**config.mk**
```make
export PLATFORM = sky130hd
export DESIGN_NAME = luenberger_observer_step
export DESIGN_NICKNAME = d
export VERILOG_FILES = /design/src/lobs_pkg.sv /design/src/lobs_ctrl.sv /design/src/lobs_dp.sv /design/src/luenberger_observer_step.sv
export SDC_FILE = /design/constraint.sdc
export NUM_CORES = 2
export LEC_CHECK = 0
export BUFFER_PORTS_ARGS = -buffer_cell sky130_fd_sc_hd__buf_2
export CORE_MARGIN = 5
export CORE_UTILIZATION = 64
export CTS_CLUSTER_SIZE = 14
export DETAILED_ROUTE_END_ITERATION = 8
export PLACE_DENSITY = 0.8
export SETUP_SLACK_MARGIN = 0.5
export SYNTH_ARGS = -nofsm -noshare
export SYNTH_HDL_FRONTEND = slang
export SYNTH_HIERARCHICAL = 1
export SYNTH_SLANG_ARGS = --single-unit
```
**constraint.sdc**
```tcl
create_clock -name clk -period 12.65 [get_ports clk]
set_input_delay 0.6325 -clock clk [delete_from_list [all_inputs] [get_ports clk]]
set_output_delay 0.6325 -clock clk [all_outputs]
set_load 0.1 [all_outputs]
```
**src/lobs_pkg.sv**
```systemverilog
// Shared types, constants and coefficient functions for the Luenberger observer step.
// Holds the base coefficient tables and the fixed-point conversion used at elaboration.
// No dependencies.
package lobs_pkg;

	localparam int IDX_W = 4;
	localparam int ACC_W = 68;
	localparam int OUT_N = 6;
	localparam int BASE_N = 6;
	localparam int BASE_M = 2;

	localparam logic [95:0] DEC_ONE = 96'd10000000000;
	localparam longint BASE_SCALE = 64'sd71500000000;

	localparam longint BASE_A [BASE_N][BASE_N] = '{
		'{64'sd6689870000, 64'sd0, 64'sd4370010000, 64'sd0, 64'sd0, 64'sd0},
		'{64'sd0, 64'sd7119520000, 64'sd0, 64'sd6253290000, 64'sd0, 64'sd0},
		'{64'sd0, 64'sd0, 64'sd4551890000, 64'sd0, 64'sd0, 64'sd0},
		'{64'sd0, 64'sd0, 64'sd0, 64'sd2320650000, 64'sd0, 64'sd0},
		'{64'sd0, 64'sd0, 64'sd0, 64'sd0, 64'sd10000000000, 64'sd0},
		'{64'sd0, 64'sd0, 64'sd0, 64'sd0, 64'sd0, 64'sd10000000000}
	};
	localparam longint BASE_B [BASE_N][BASE_M] = '{
		'{64'sd5603500000, 64'sd1026587000},
		'{64'sd1606720000, 64'sd5769560000},
		'{64'sd0, 64'sd2649723000},
		'{64'sd2012360000, 64'sd0},
		'{64'sd0, 64'sd0},
		'{64'sd0, 64'sd0}
	};
	localparam longint BASE_L [BASE_N][BASE_M] = '{
		'{-64'sd86550000, 64'sd0},
		'{64'sd0, -64'sd630836400},
		'{-64'sd7020000, 64'sd0},
		'{64'sd0, -64'sd8309694},
		'{64'sd7763130000, 64'sd0},
		'{64'sd0, 64'sd14240400000}
	};
	localparam longint BASE_C [BASE_M][BASE_N] = '{
		'{64'sd60240960000, 64'sd0, 64'sd0, 64'sd0, 64'sd10000000000, 64'sd0},
		'{64'sd0, 64'sd60240960000, 64'sd0, 64'sd0, 64'sd0, 64'sd10000000000}
	};

	typedef enum logic [2:0] {
		OP_Y,
		OP_C,
		OP_A,
		OP_B,
		OP_L
	} op_t;

	typedef enum logic [2:0] {
		ST_IDLE,
		ST_RUN_Y,
		ST_RUN_C,
		ST_RUN_A,
		ST_RUN_B,
		ST_RUN_L,
		ST_DRAIN,
		ST_COMMIT
	} state_t;

	typedef struct packed {
		logic             issue;
		op_t              op;
		logic [IDX_W-1:0] row;
		logic [IDX_W-1:0] col;
		logic             first;
		logic             last;
		logic             load_in;
		logic             commit;
	} cmd_t;

	// decimal value in units of 1e-10 to signed fixed point, round half away from zero
	function automatic logic signed [31:0] to_fixed(input longint dec, input int frac);
		logic [95:0] m;
		logic [95:0] q;
		logic [95:0] r;
		logic [95:0] res;
		m = (dec < 0) ? 96'(-dec) : 96'(dec);
		q = m / DEC_ONE;
		r = m % DEC_ONE;
		res = (q << frac) + (((r << frac) + DEC_ONE / 2) / DEC_ONE);
		if (res > 96'h7FFF_FFFF) begin
			res = 96'h7FFF_FFFF + ((dec < 0) ? 96'd1 : 96'd0);
		end
		return (dec < 0) ? 32'(-res) : 32'(res);
	endfunction

	function automatic logic signed [31:0] coef_a_val(input int i, input int k, input int frac);
		logic signed [31:0] v;
		v = '0;
		if (i < BASE_N && k < BASE_N) begin
			v = to_fixed(BASE_A[i][k], frac);
		end
		return v;
	endfunction

	function automatic logic signed [31:0] coef_b_val(input int i, input int k, input int frac);
		logic signed [31:0] v;
		v = '0;
		if (i < BASE_N && k < BASE_M) begin
			v = to_fixed(BASE_B[i][k], frac);
		end
		return v;
	endfunction

	function automatic logic signed [31:0] coef_l_val(input int i, input int k, input int frac);
		logic signed [31:0] v;
		v = '0;
		if (i < BASE_N && k < BASE_M) begin
			v = to_fixed(BASE_L[i][k], frac);
		end
		return v;
	endfunction

	function automatic logic signed [31:0] coef_c_val(input int k, input int i, input int frac);
		logic signed [31:0] v;
		v = '0;
		if (i < BASE_N && k < BASE_M) begin
			v = to_fixed(BASE_C[k][i], frac);
		end
		return v;
	endfunction

	function automatic logic signed [31:0] sat32(input logic signed [ACC_W-1:0] v);
		logic signed [31:0] r;
		if (v[ACC_W-1:31] == '0 || v[ACC_W-1:31] == '1) begin
			r = v[31:0];
		end else if (v[ACC_W-1]) begin
			r = 32'sh8000_0000;
		end else begin
			r = 32'sh7FFF_FFFF;
		end
		return r;
	endfunction

endpackage

```
**src/lobs_ctrl.sv**
```systemverilog
// Sequencer for the observer step: walks the products of each update through the shared MAC.
// Depends on lobs_pkg (state_t, op_t, cmd_t).
module lobs_ctrl
	import lobs_pkg::*;
#(
	parameter int STATE_DIM = 6,
	parameter int IO_DIM = 2
) (
	input  logic clk,
	input  logic arst_n,
	input  logic in_valid,
	output logic in_stall,
	output logic out_valid,
	input  logic out_stall,
	output cmd_t cmd
);

	state_t state_q, state_d;
	logic [IDX_W-1:0] row_q, row_d;
	logic [IDX_W-1:0] col_q, col_d;
	logic out_valid_q;
	logic col_last_s, col_last_i, row_last_s, row_last_i;
	logic slot_free;

	assign col_last_s = (col_q == IDX_W'(STATE_DIM - 1));
	assign col_last_i = (col_q == IDX_W'(IO_DIM - 1));
	assign row_last_s = (row_q == IDX_W'(STATE_DIM - 1));
	assign row_last_i = (row_q == IDX_W'(IO_DIM - 1));
	assign slot_free = !out_valid_q || !out_stall;

	always_ff @(posedge clk or negedge arst_n) begin
		if (!arst_n) begin
			state_q <= ST_IDLE;
			row_q <= '0;
			col_q <= '0;
			out_valid_q <= 1'b0;
		end else begin
			state_q <= state_d;
			row_q <= row_d;
			col_q <= col_d;
			if (cmd.commit) begin
				out_valid_q <= 1'b1;
			end else if (out_valid_q && !out_stall) begin
				out_valid_q <= 1'b0;
			end
		end
	end

	always_comb begin
		state_d = state_q;
		row_d = row_q;
		col_d = col_q;
		unique case (state_q)
			ST_IDLE: begin
				row_d = '0;
				col_d = '0;
				if (in_valid) begin
					state_d = ST_RUN_Y;
				end
			end
			ST_RUN_Y: begin
				if (row_last_i) begin
					row_d = '0;
					state_d = ST_RUN_C;
				end else begin
					row_d = row_q + 1'b1;
				end
			end
			ST_RUN_C: begin
				if (col_last_s) begin
					col_d = '0;
					if (row_last_i) begin
						row_d = '0;
						state_d = ST_RUN_A;
					end else begin
						row_d = row_q + 1'b1;
					end
				end else begin
					col_d = col_q + 1'b1;
				end
			end
			ST_RUN_A: begin
				if (col_last_s) begin
					col_d = '0;
					state_d = ST_RUN_B;
				end else begin
					col_d = col_q + 1'b1;
				end
			end
			ST_RUN_B: begin
				if (col_last_i) begin
					col_d = '0;
					state_d = ST_RUN_L;
				end else begin
					col_d = col_q + 1'b1;
				end
			end
			ST_RUN_L: begin
				if (col_last_i) begin
					col_d = '0;
					if (row_last_s) begin
						state_d = ST_DRAIN;
					end else begin
						row_d = row_q + 1'b1;
						state_d = ST_RUN_A;
					end
				end else begin
					col_d = col_q + 1'b1;
				end
			end
			ST_DRAIN: begin
				state_d = ST_COMMIT;
			end
			ST_COMMIT: begin
				if (slot_free) begin
					state_d = ST_IDLE;
				end
			end
			default: begin
				state_d = ST_IDLE;
			end
		endcase
	end

	always_comb begin
		cmd = '0;
		cmd.op = OP_Y;
		cmd.row = row_q;
		cmd.col = col_q;
		in_stall = (state_q != ST_IDLE);
		unique case (state_q)
			ST_IDLE: begin
				cmd.load_in = in_valid;
			end
			ST_RUN_Y: begin
				cmd.issue = 1'b1;
				cmd.op = OP_Y;
				cmd.col = row_q;
				cmd.first = 1'b1;
				cmd.last = 1'b1;
			end
			ST_RUN_C: begin
				cmd.issue = 1'b1;
				cmd.op = OP_C;
				cmd.first = (col_q == '0);
				cmd.last = col_last_s;
			end
			ST_RUN_A: begin
				cmd.issue = 1'b1;
				cmd.op = OP_A;
				cmd.first = (col_q == '0);
				cmd.last = col_last_s;
			end
			ST_RUN_B: begin
				cmd.issue = 1'b1;
				cmd.op = OP_B;
				cmd.first = (col_q == '0);
				cmd.last = col_last_i;
			end
			ST_RUN_L: begin
				cmd.issue = 1'b1;
				cmd.op = OP_L;
				cmd.first = (col_q == '0);
				cmd.last = col_last_i;
			end
			ST_DRAIN: begin
			end
			ST_COMMIT: begin
				cmd.commit = slot_free;
			end
			default: begin
			end
		endcase
	end

	assign out_valid = out_valid_q;

endmodule

```
**src/lobs_dp.sv**
```systemverilog
// Datapath for the observer step: coefficient tables, shared 32x32 MAC, vector registers.
// Depends on lobs_pkg (cmd_t, op_t, coefficient functions, sat32); driven by lobs_ctrl.
module lobs_dp
	import lobs_pkg::*;
#(
	parameter int STATE_DIM = 6,
	parameter int IO_DIM = 2,
	parameter int FRAC_BITS = 16
) (
	input  logic               clk,
	input  logic               arst_n,
	input  cmd_t               cmd,
	input  logic               cfg_write_en,
	input  logic [30:0]        cfg_write_data,
	input  logic signed [31:0] reading_first,
	input  logic signed [31:0] reading_second,
	input  logic signed [31:0] drive_first,
	input  logic signed [31:0] drive_second,
	output logic signed [31:0] est_pad [OUT_N]
);

	localparam int SW = (STATE_DIM > 1) ? $clog2(STATE_DIM) : 1;
	localparam int IW = (IO_DIM > 1) ? $clog2(IO_DIM) : 1;
	localparam logic [30:0] SCALE_RST = 31'(to_fixed(BASE_SCALE, FRAC_BITS));

	logic signed [31:0] coef_a [STATE_DIM][STATE_DIM];
	logic signed [31:0] coef_b [STATE_DIM][IO_DIM];
	logic signed [31:0] coef_l [STATE_DIM][IO_DIM];
	logic signed [31:0] coef_c [IO_DIM][STATE_DIM];

	logic [30:0] scale_q;
	logic signed [31:0] estimate_q [STATE_DIM];
	logic signed [31:0] next_q [STATE_DIM];
	logic signed [31:0] rd_in [IO_DIM];
	logic signed [31:0] u_in [IO_DIM];
	logic signed [31:0] rd_q [IO_DIM];
	logic signed [31:0] u_q [IO_DIM];
	logic signed [31:0] y_q [IO_DIM];
	logic signed [31:0] c1_q [IO_DIM];
	logic signed [31:0] a1_q;
	logic signed [31:0] a2_q;
	logic signed [ACC_W-1:0] acc_q;

	logic [SW-1:0] s_row, s_col, s_row_s1;
	logic [IW-1:0] i_row, i_col, i_row_s1;
	logic signed [31:0] op_a, op_b;

	logic               valid_s1;
	op_t                op_s1;
	logic [IDX_W-1:0]   row_s1;
	logic               first_s1;
	logic               last_s1;
	logic signed [63:0] prod_s1;

	logic signed [63:0] prod_sh;
	logic signed [ACC_W-1:0] sum;
	logic signed [31:0] dot_sat;

	for (genvar gi = 0; gi < STATE_DIM; gi++) begin : g_row
		for (genvar gk = 0; gk < STATE_DIM; gk++) begin : g_a
			localparam logic signed [31:0] CA = coef_a_val(gi, gk, FRAC_BITS);
			assign coef_a[gi][gk] = CA;
		end
		for (genvar gk = 0; gk < IO_DIM; gk++) begin : g_io
			localparam logic signed [31:0] CB = coef_b_val(gi, gk, FRAC_BITS);
			localparam logic signed [31:0] CL = coef_l_val(gi, gk, FRAC_BITS);
			localparam logic signed [31:0] CC = coef_c_val(gk, gi, FRAC_BITS);
			assign coef_b[gi][gk] = CB;
			assign coef_l[gi][gk] = CL;
			assign coef_c[gk][gi] = CC;
		end
	end

	for (genvar gk = 0; gk < IO_DIM; gk++) begin : g_in
		if (gk == 0) begin : g_first
			assign rd_in[gk] = reading_first;
			assign u_in[gk] = drive_first;
		end else if (gk == 1) begin : g_second
			assign rd_in[gk] = reading_second;
			assign u_in[gk] = drive_second;
		end else begin : g_zero
			assign rd_in[gk] = '0;
			assign u_in[gk] = '0;
		end
	end

	for (genvar go = 0; go < OUT_N; go++) begin : g_out
		if (go < STATE_DIM) begin : g_used
			assign est_pad[go] = estimate_q[go];
		end else begin : g_pad
			assign est_pad[go] = '0;
		end
	end

	assign s_row = cmd.row[SW-1:0];
	assign s_col = cmd.col[SW-1:0];
	assign i_row = cmd.row[IW-1:0];
	assign i_col = cmd.col[IW-1:0];
	assign s_row_s1 = row_s1[SW-1:0];
	assign i_row_s1 = row_s1[IW-1:0];

	always_comb begin
		unique case (cmd.op)
			OP_Y: begin
				op_a = rd_q[i_col];
				op_b = $signed({1'b0, scale_q});
			end
			OP_C: begin
				op_a = coef_c[i_row][s_col];
				op_b = estimate_q[s_col];
			end
			OP_A: begin
				op_a = coef_a[s_row][s_col];
				op_b = estimate_q[s_col];
			end
			OP_B: begin
				op_a = coef_b[s_row][i_col];
				op_b = u_q[i_col];
			end
			OP_L: begin
				op_a = coef_l[s_row][i_col];
				op_b = c1_q[i_col];
			end
			default: begin
				op_a = '0;
				op_b = '0;
			end
		endcase
	end

	always_ff @(posedge clk or negedge arst_n) begin
		if (!arst_n) begin
			scale_q <= SCALE_RST;
			valid_s1 <= 1'b0;
			for (int i = 0; i < STATE_DIM; i++) begin
				estimate_q[i] <= '0;
			end
		end else begin
			if (cfg_write_en) begin
				scale_q <= cfg_write_data;
			end
			valid_s1 <= cmd.issue;
			if (cmd.commit) begin
				estimate_q <= next_q;
			end
		end
	end

	always_ff @(posedge clk) begin
		if (cmd.load_in) begin
			rd_q <= rd_in;
			u_q <= u_in;
		end
		if (cmd.issue) begin
			op_s1 <= cmd.op;
			row_s1 <= cmd.row;
			first_s1 <= cmd.first;
			last_s1 <= cmd.last;
			prod_s1 <= op_a * op_b;
		end
	end

	// arithmetic shift floors the product
	assign prod_sh = prod_s1 >>> FRAC_BITS;
	assign sum = first_s1 ? ACC_W'(prod_sh) : acc_q + ACC_W'(prod_sh);
	assign dot_sat = sat32(sum);

	always_ff @(posedge clk) begin
		if (valid_s1) begin
			acc_q <= sum;
			if (last_s1) begin
				unique case (op_s1)
					OP_Y: y_q[i_row_s1] <= dot_sat;
					OP_C: c1_q[i_row_s1] <= sat32(ACC_W'(dot_sat) - ACC_W'(y_q[i_row_s1]));
					OP_A: a1_q <= dot_sat;
					OP_B: a2_q <= dot_sat;
					OP_L: next_q[s_row_s1] <= sat32(ACC_W'(a1_q) + ACC_W'(a2_q) - ACC_W'(dot_sat));
					default: begin
					end
				endcase
			end
		end
	end

endmodule

```
**src/luenberger_observer_step.sv**
```systemverilog
// Top level of the Luenberger observer step: controller plus MAC datapath.
// Depends on lobs_pkg, lobs_ctrl and lobs_dp.
//
// Usage:
//   Input channel (in_valid/in_stall) takes two sensor readings and two control
//   inputs per transaction. Output channel (out_valid/out_stall) returns the six
//   new state estimates, signed Q16.16, saturated.
//   cfg_write_en/cfg_write_data write the 31-bit measure_scale register; write
//   only while the block is idle.
// Timing:
//   One shared 32x32 multiplier does every product, one per cycle, followed by
//   one accumulate stage. An update runs the scaled readings, then the C rows,
//   then for each state row the A, B and L products, then drain and commit;
//   a new transaction is accepted in the cycle after the result is posted.
// Reset: estimate cleared to zero, measure_scale set to 7.15, both channels idle.
// Stall: the result is held on the outputs while out_stall is high. The next
//   transaction may be accepted and computed meanwhile; its result waits until
//   the previous one is taken.
module luenberger_observer_step
	import lobs_pkg::*;
#(
	parameter int STATE_DIM = 6,
	parameter int IO_DIM = 2,
	parameter int FRAC_BITS = 16
) (
	input  logic               clk,
	input  logic               arst_n,
	input  logic               in_valid,
	output logic               in_stall,
	input  logic signed [31:0] reading_first,
	input  logic signed [31:0] reading_second,
	input  logic signed [31:0] drive_first,
	input  logic signed [31:0] drive_second,
	output logic               out_valid,
	input  logic               out_stall,
	output logic signed [31:0] est_zero,
	output logic signed [31:0] est_one,
	output logic signed [31:0] est_two,
	output logic signed [31:0] est_three,
	output logic signed [31:0] est_four,
	output logic signed [31:0] est_five,
	input  logic               cfg_write_en,
	input  logic [30:0]        cfg_write_data
);

	cmd_t cmd;
	logic signed [31:0] est_pad [OUT_N];

	lobs_ctrl #(
		.STATE_DIM(STATE_DIM),
		.IO_DIM(IO_DIM)
	) u_ctrl (
		.clk(clk),
		.arst_n(arst_n),
		.in_valid(in_valid),
		.in_stall(in_stall),
		.out_valid(out_valid),
		.out_stall(out_stall),
		.cmd(cmd)
	);

	lobs_dp #(
		.STATE_DIM(STATE_DIM),
		.IO_DIM(IO_DIM),
		.FRAC_BITS(FRAC_BITS)
	) u_dp (
		.clk(clk),
		.arst_n(arst_n),
		.cmd(cmd),
		.cfg_write_en(cfg_write_en),
		.cfg_write_data(cfg_write_data),
		.reading_first(reading_first),
		.reading_second(reading_second),
		.drive_first(drive_first),
		.drive_second(drive_second),
		.est_pad(est_pad)
	);

	assign est_zero = est_pad[0];
	assign est_one = est_pad[1];
	assign est_two = est_pad[2];
	assign est_three = est_pad[3];
	assign est_four = est_pad[4];
	assign est_five = est_pad[5];

endmodule

```
== After elaboration in Yosys (flattened, before gate mapping) ==
Memory sizes are Yosys's and may differ from the RTL's. A register that Yosys moved wholly into a read port is not among the register bits.
Index checks and enable logic that the tools add are counted.
W data, S select, Z words.

* Input port bits: 164
* ROM bits: 2,560
* Memory bits (writable): 128
* Word-level logic and storage cells: 193
* Memories: 5
* Output and inout bits: 194
* Register bits: 760

* Reductions and logical operators: 27
* Order comparisons: 6
* Equal/unequal tests: 31
* Bitwise operators: 5
* Multipliers: 1
* Multiplexer cells: 82
* $add $sub $neg: 6

{| class="wikitable"
|+ Memory list
! memory !! words !! bits a word !! read ports !! clocked after Yosys merged registers in !! write ports !! line !! source
|-
| (no name shown) || 8 || 192 || 1 || 0 || 0 || lobs_dp.sv:113 || <nowiki>op_a = coef_a[s_row][s_col];</nowiki>
|-
| (no name shown) || 8 || 64 || 1 || 0 || 0 || lobs_dp.sv:117 || <nowiki>op_a = coef_b[s_row][i_col];</nowiki>
|-
| (no name shown) || 8 || 64 || 1 || 0 || 0 || lobs_dp.sv:121 || <nowiki>op_a = coef_l[s_row][i_col];</nowiki>
|-
| u_dp.c1_q || 2 || 32 || 1 || 0 || 1 || lobs_dp.sv:39 || <nowiki>logic signed [31:0] c1_q [IO_DIM];</nowiki>
|-
| u_dp.y_q || 2 || 32 || 1 || 1 || 1 || lobs_dp.sv:38 || <nowiki>logic signed [31:0] y_q [IO_DIM];</nowiki>
|}

{| class="wikitable"
|+ Operators by type and width
! operator !! count
|-
| $mux W32 || 31
|-
| $mux W192 || 4
|-
| $bmux W32 S3 || 3
|-
| $mux W64 || 4
|-
| $bwmux W192 || 1
|-
| $mux W179 || 1
|-
| $pmux W32 S5 || 1
|-
| $pmux W32 S4 || 1
|-
| $eq A37 B37 Y1 const B || 3
|-
| $logic_not A37 Y1 || 3
|-
| $demux W32 S3 || 1
|-
| $add A68 B48 Y68 || 1
|-
| $mux W68 || 1
|-
| $mul A32 B32 Y64 || 1
|-
| $sub A33 B32 Y34 || 1
|-
| $add A32 B32 Y33 || 1
|-
| $sub A32 B32 Y33 || 1
|-
| $mux W3 || 10
|-
| $mux W4 || 6
|-
| $pmux W3 S8 || 1
|-
| $pmux W4 S5 || 1
|-
| $eq A3 B2 Y1 const B || 6
|-
| $eq A3 B3 Y1 const B || 6
|-
| $pmux W4 S4 || 1
|-
| 26 further kinds || 68
|}

== Logic depth before layout (Yosys ltp) ==
* Depth in word-level cells: 13
* Mapped depth: 50
* Gate-level depth less buffers: 43

== Cells and area by module ==
The synthesis kept the hierarchy.

{| class="wikitable"
|+ By module, submodules not included
! module !! instances !! area each (µm²) !! cells each !! seq. area each (µm²)
|-
| lobs_dp || 1 || 77,419.3 || 7,162 || 24,736.2
|-
| lobs_ctrl || 1 || 942.2 || 107 || 300.3
|}

== Worst setup path before layout ==
OpenSTA, ideal clock, no wires.

* Path type: flip-flop to flip-flop
* Start: register u_ctrl.state_q[1]
* End: register u_dp.prod_s1[63], data pin
* Stages on the path, launching flop included: 41
* Slack: 1.355 ns
* Clock period less this slack: 11.295 ns
* Buffers on the path: 11
* Required time: 12.390 ns
* Setup time: 0.260 ns
* Arrival time: 11.035 ns
* Cells stage by stage: dfrtp_1 buf_4 nand2b_4 nor2_1 nand2_1 o21ai_0 buf_2 buf_2 buf_2 buf_4 buf_4 buf_4 buf_2 buf_2 buf_2 mux2i_1 o22ai_1 clkbuf_1 [5 not listed] fa_1 inv_1 fa_1 inv_1 fa_1 fa_1 fa_1 ha_1 a21o_1 a21oi_1 o22a_1 inv_1 o31ai_1 a211oi_1 o221a_2 a21o_1 a21oi_1 xnor2_1

{| class="wikitable"
|+ RTL lines
! item !! line !! source
|-
| start, declared || lobs_ctrl.sv:18 || <nowiki>state_t state_q, state_d;</nowiki>
|-
| start signal, assigned || lobs_ctrl.sv:38 || <nowiki>state_q <= state_d;</nowiki>
|-
| end signal, assigned || lobs_dp.sv:159 || <nowiki>prod_s1 <= op_a * op_b;</nowiki>
|-
| end, declared || lobs_dp.sv:53 || <nowiki>logic signed [63:0] prod_s1;</nowiki>
|}

==> flow_summary_export.csv <==
group,metric,value,unit
status,status,"finished, final reports clean",
drt,drc,0,
drt,post_drt_wl_per_cell,25.9,um
setup_path,arrival,12.09,ns
clocking,cts-buffers-inserted,84,
clocking,cts_root_buffer,"clkbuf_16",
timing,fin_ws,0.995,ns
placed_design,gp_congestion,1.01,
floorplan,boundaryPins,358,
drt,drt-pass1-iter-count,6,
drt,antenna_left,0,
timing,rsz0062_at_grt,"no",
setup_path,crit_slowest_cell,"fa_1",
cells_and_area,multi_input_area,0.0478,sq mm
setup_path,crit_fanout,41,
global_routing,grt_overflow,0,
cells_and_area,fillers,8621,
job,max_cap_violations,0,
clocking,ctsHtreeMaxLevel,3,
drt,finalWirelength,240000,um
setup_path,startpoint_type,"flip-flop",
setup_path,worstSetupEndpointType,"flip-flop",
cells_and_area,nNetsFinal,9166,
placed_design,dp_hpwl,185000,um
clocking,clk_pin_slew_worst_paths,0.07,ns
setup_path,r2r-start,"u_ctrl/state_q[2]",
setup_path,crit_type,"reg2reg",
drt,drt_iter0_markers,6270,
floorplan,fp.dieH,360,um
placed_design,dp_slack,0.331,ns
floorplan,core,0.122,sq mm
cells_and_area,final_cell_mix,"inv_1, fa_1, nand2_1, edfxtp_1, nor2_1",
cells_and_area,fin_area,0.0858,sq mm
timing,clock.fmax,0.0858,GHz
cells_and_area,final_common_cell,"inv_1",
floorplan,rows,128,
timing,setup_viol,0,
timing,tns,0,ns
cells_and_area,drive_gt1_frac,0.144,
clocking,cts.sinks,873,
floorplan,die-area,0.130,sq mm
setup_path,slowest_delay,0.62,ns
setup_path,startpoint,"u_ctrl/state_q[2]",
synthesis,syn_nets,8871,
drt,vias_per_cell,6.23,
synthesis,synth_area_per_cell,10.8,sq um
floorplan,chipWidth,360,um
global_routing,antenna_found_initial,11,
drt,via_count,57800,
global_routing,grt_pass1_wl,363000,um
min_path,hold_class,"in2reg",
timing,skew,0.0598,ns
timing,period_needed,11.66,ns
synthesis,netlist_instances,7268,
timing,finalMaxSlewViolations,0,
global_routing,grt_pass1_vias,60500,
min_path,min_from,"drive_second[21]",
synthesis,syn_area,0.0784,sq mm
cells_and_area,layout-area-overhead-vs-synth,9.49,%
placed_design,port_buffers,357,
clocking,cts_tree,"yes",
floorplan,start_util,0.644,
global_routing,grt_usage,0.371,
setup_path,cpMostUsedCell,"fa_1",
timing,slew_headroom,0.210,
synthesis,synth_warnings,6,
global_routing,grt_max_degree,96,
timing,finalCritPeriodShare,0.921,
cells_and_area,seq_area,0.0250,sq mm
clocking,ctsLongestPathBuffers,3,
clocking,clk_latency,0.71,ns
timing,worst_slew_pin_slew,1.19,ns
placed_design,dpl_cell_area,0.0826,sq mm
setup_path,worstPathRequired,13.09,ns
timing,hold_viol,0,
==> critical path: cells and delay by family, from the launching register on <==
| family | cells | cell delay, ns |
|---|---|---|
| flops | 1 | 0.40 |
| compound gates | 11 | 2.56 |
| fa+ha+maj | 9 | 4.42 |
| buf+inv | 9 | 1.95 |
| xor+xnor | 1 | 0.13 |
| simple gates | 5 | 1.89 |
==> registers in the layout, indices dropped and copies added (netlist names), named ones only <==
name              count
u_dp/est_pad        192
u_dp/next_q         192
u_dp/acc_q           68
u_dp/c1_q            64
u_dp/rd_q            64
u_dp/u_q             64
u_dp/y_q             64
u_dp/prod_s1         48
u_dp/a1_q            32
u_dp/a2_q            32
u_dp/scale_q         31
u_ctrl/col_q          4
u_ctrl/row_q          4
u_ctrl/state_q        3
u_dp/op_s1            3
u_dp/row_s1           3
u_ctrl/out_valid      1
u_dp/first_s1         1
u_dp/last_s1          1
u_dp/valid_s1         1
==> per-stage QoR <==
step	instances	hold WS, ns	util
3_5_place_dp	9087	0.461	0.679
4_1_cts	9246	0.0604	0.703
3_3_place_gp	9087	0.455	0.679
6_report	9264	0.100	0.705
2_1_floorplan	7268	0.337	-
5_1_grt	9261	0.0728	0.705
==> timing repair <==
| item | CTS | global route |
|---|---|---|
| resized for setup | 6 | 10 |
| gates cloned | 1 | 0 |
| setup buffers | 0 | 13 |
| setup endpoints to repair | 6 | 15 |
| endpoints found under the hold margin | 72 | 0 |
| hold buffers | 1 | 0 |
| pin swaps | 1 | 4 |
==> per-layer routing <==
metal / vias to the layer above / global-route usage / part of all wire
li1: 24200 / - / -
met1: 29300 / 0.493 / 0.37
met2: 3411 / 0.562 / 0.45
met3: 822 / 0.108 / 0.12
met4: 8 / 0.191 / 0.063
met5: - / 0 / 0.00019
==> layout make-up <==
class                   instances  area share
multi-input cells            4822       0.557
clock buffers                 116      0.0270
clock inverters                41     0.00744
repair buffers                551      0.0390
diodes                          5    0.000146
flip-flops and latches        873       0.292
well taps                    1625      0.0237
inverters                    1231      0.0539
==> path summary, 6_finish.rpt <==
| path | end | slack, ns | cells after the start |
|---|---|---|---|
| hold reg to reg | u_dp/est_pad[138] | 0.47 | 1 |
| setup / recovery | u_dp/prod_s1[62] | 0.99 | 35 |
| setup reg to reg | u_dp/prod_s1[62] | 0.99 | 35 |
| min in group asynchronous | u_dp/est_pad[149] | 0.56 | 2 |
| hold / removal | u_dp/u_q[21] | 0.10 | 1 |
| max in group asynchronous | u_dp/valid_s1 | 10.46 | 3 |
Power is left out: the tool's default activity adds up to more than one toggle a clock period on the data nets, which glitch-free logic cannot reach.
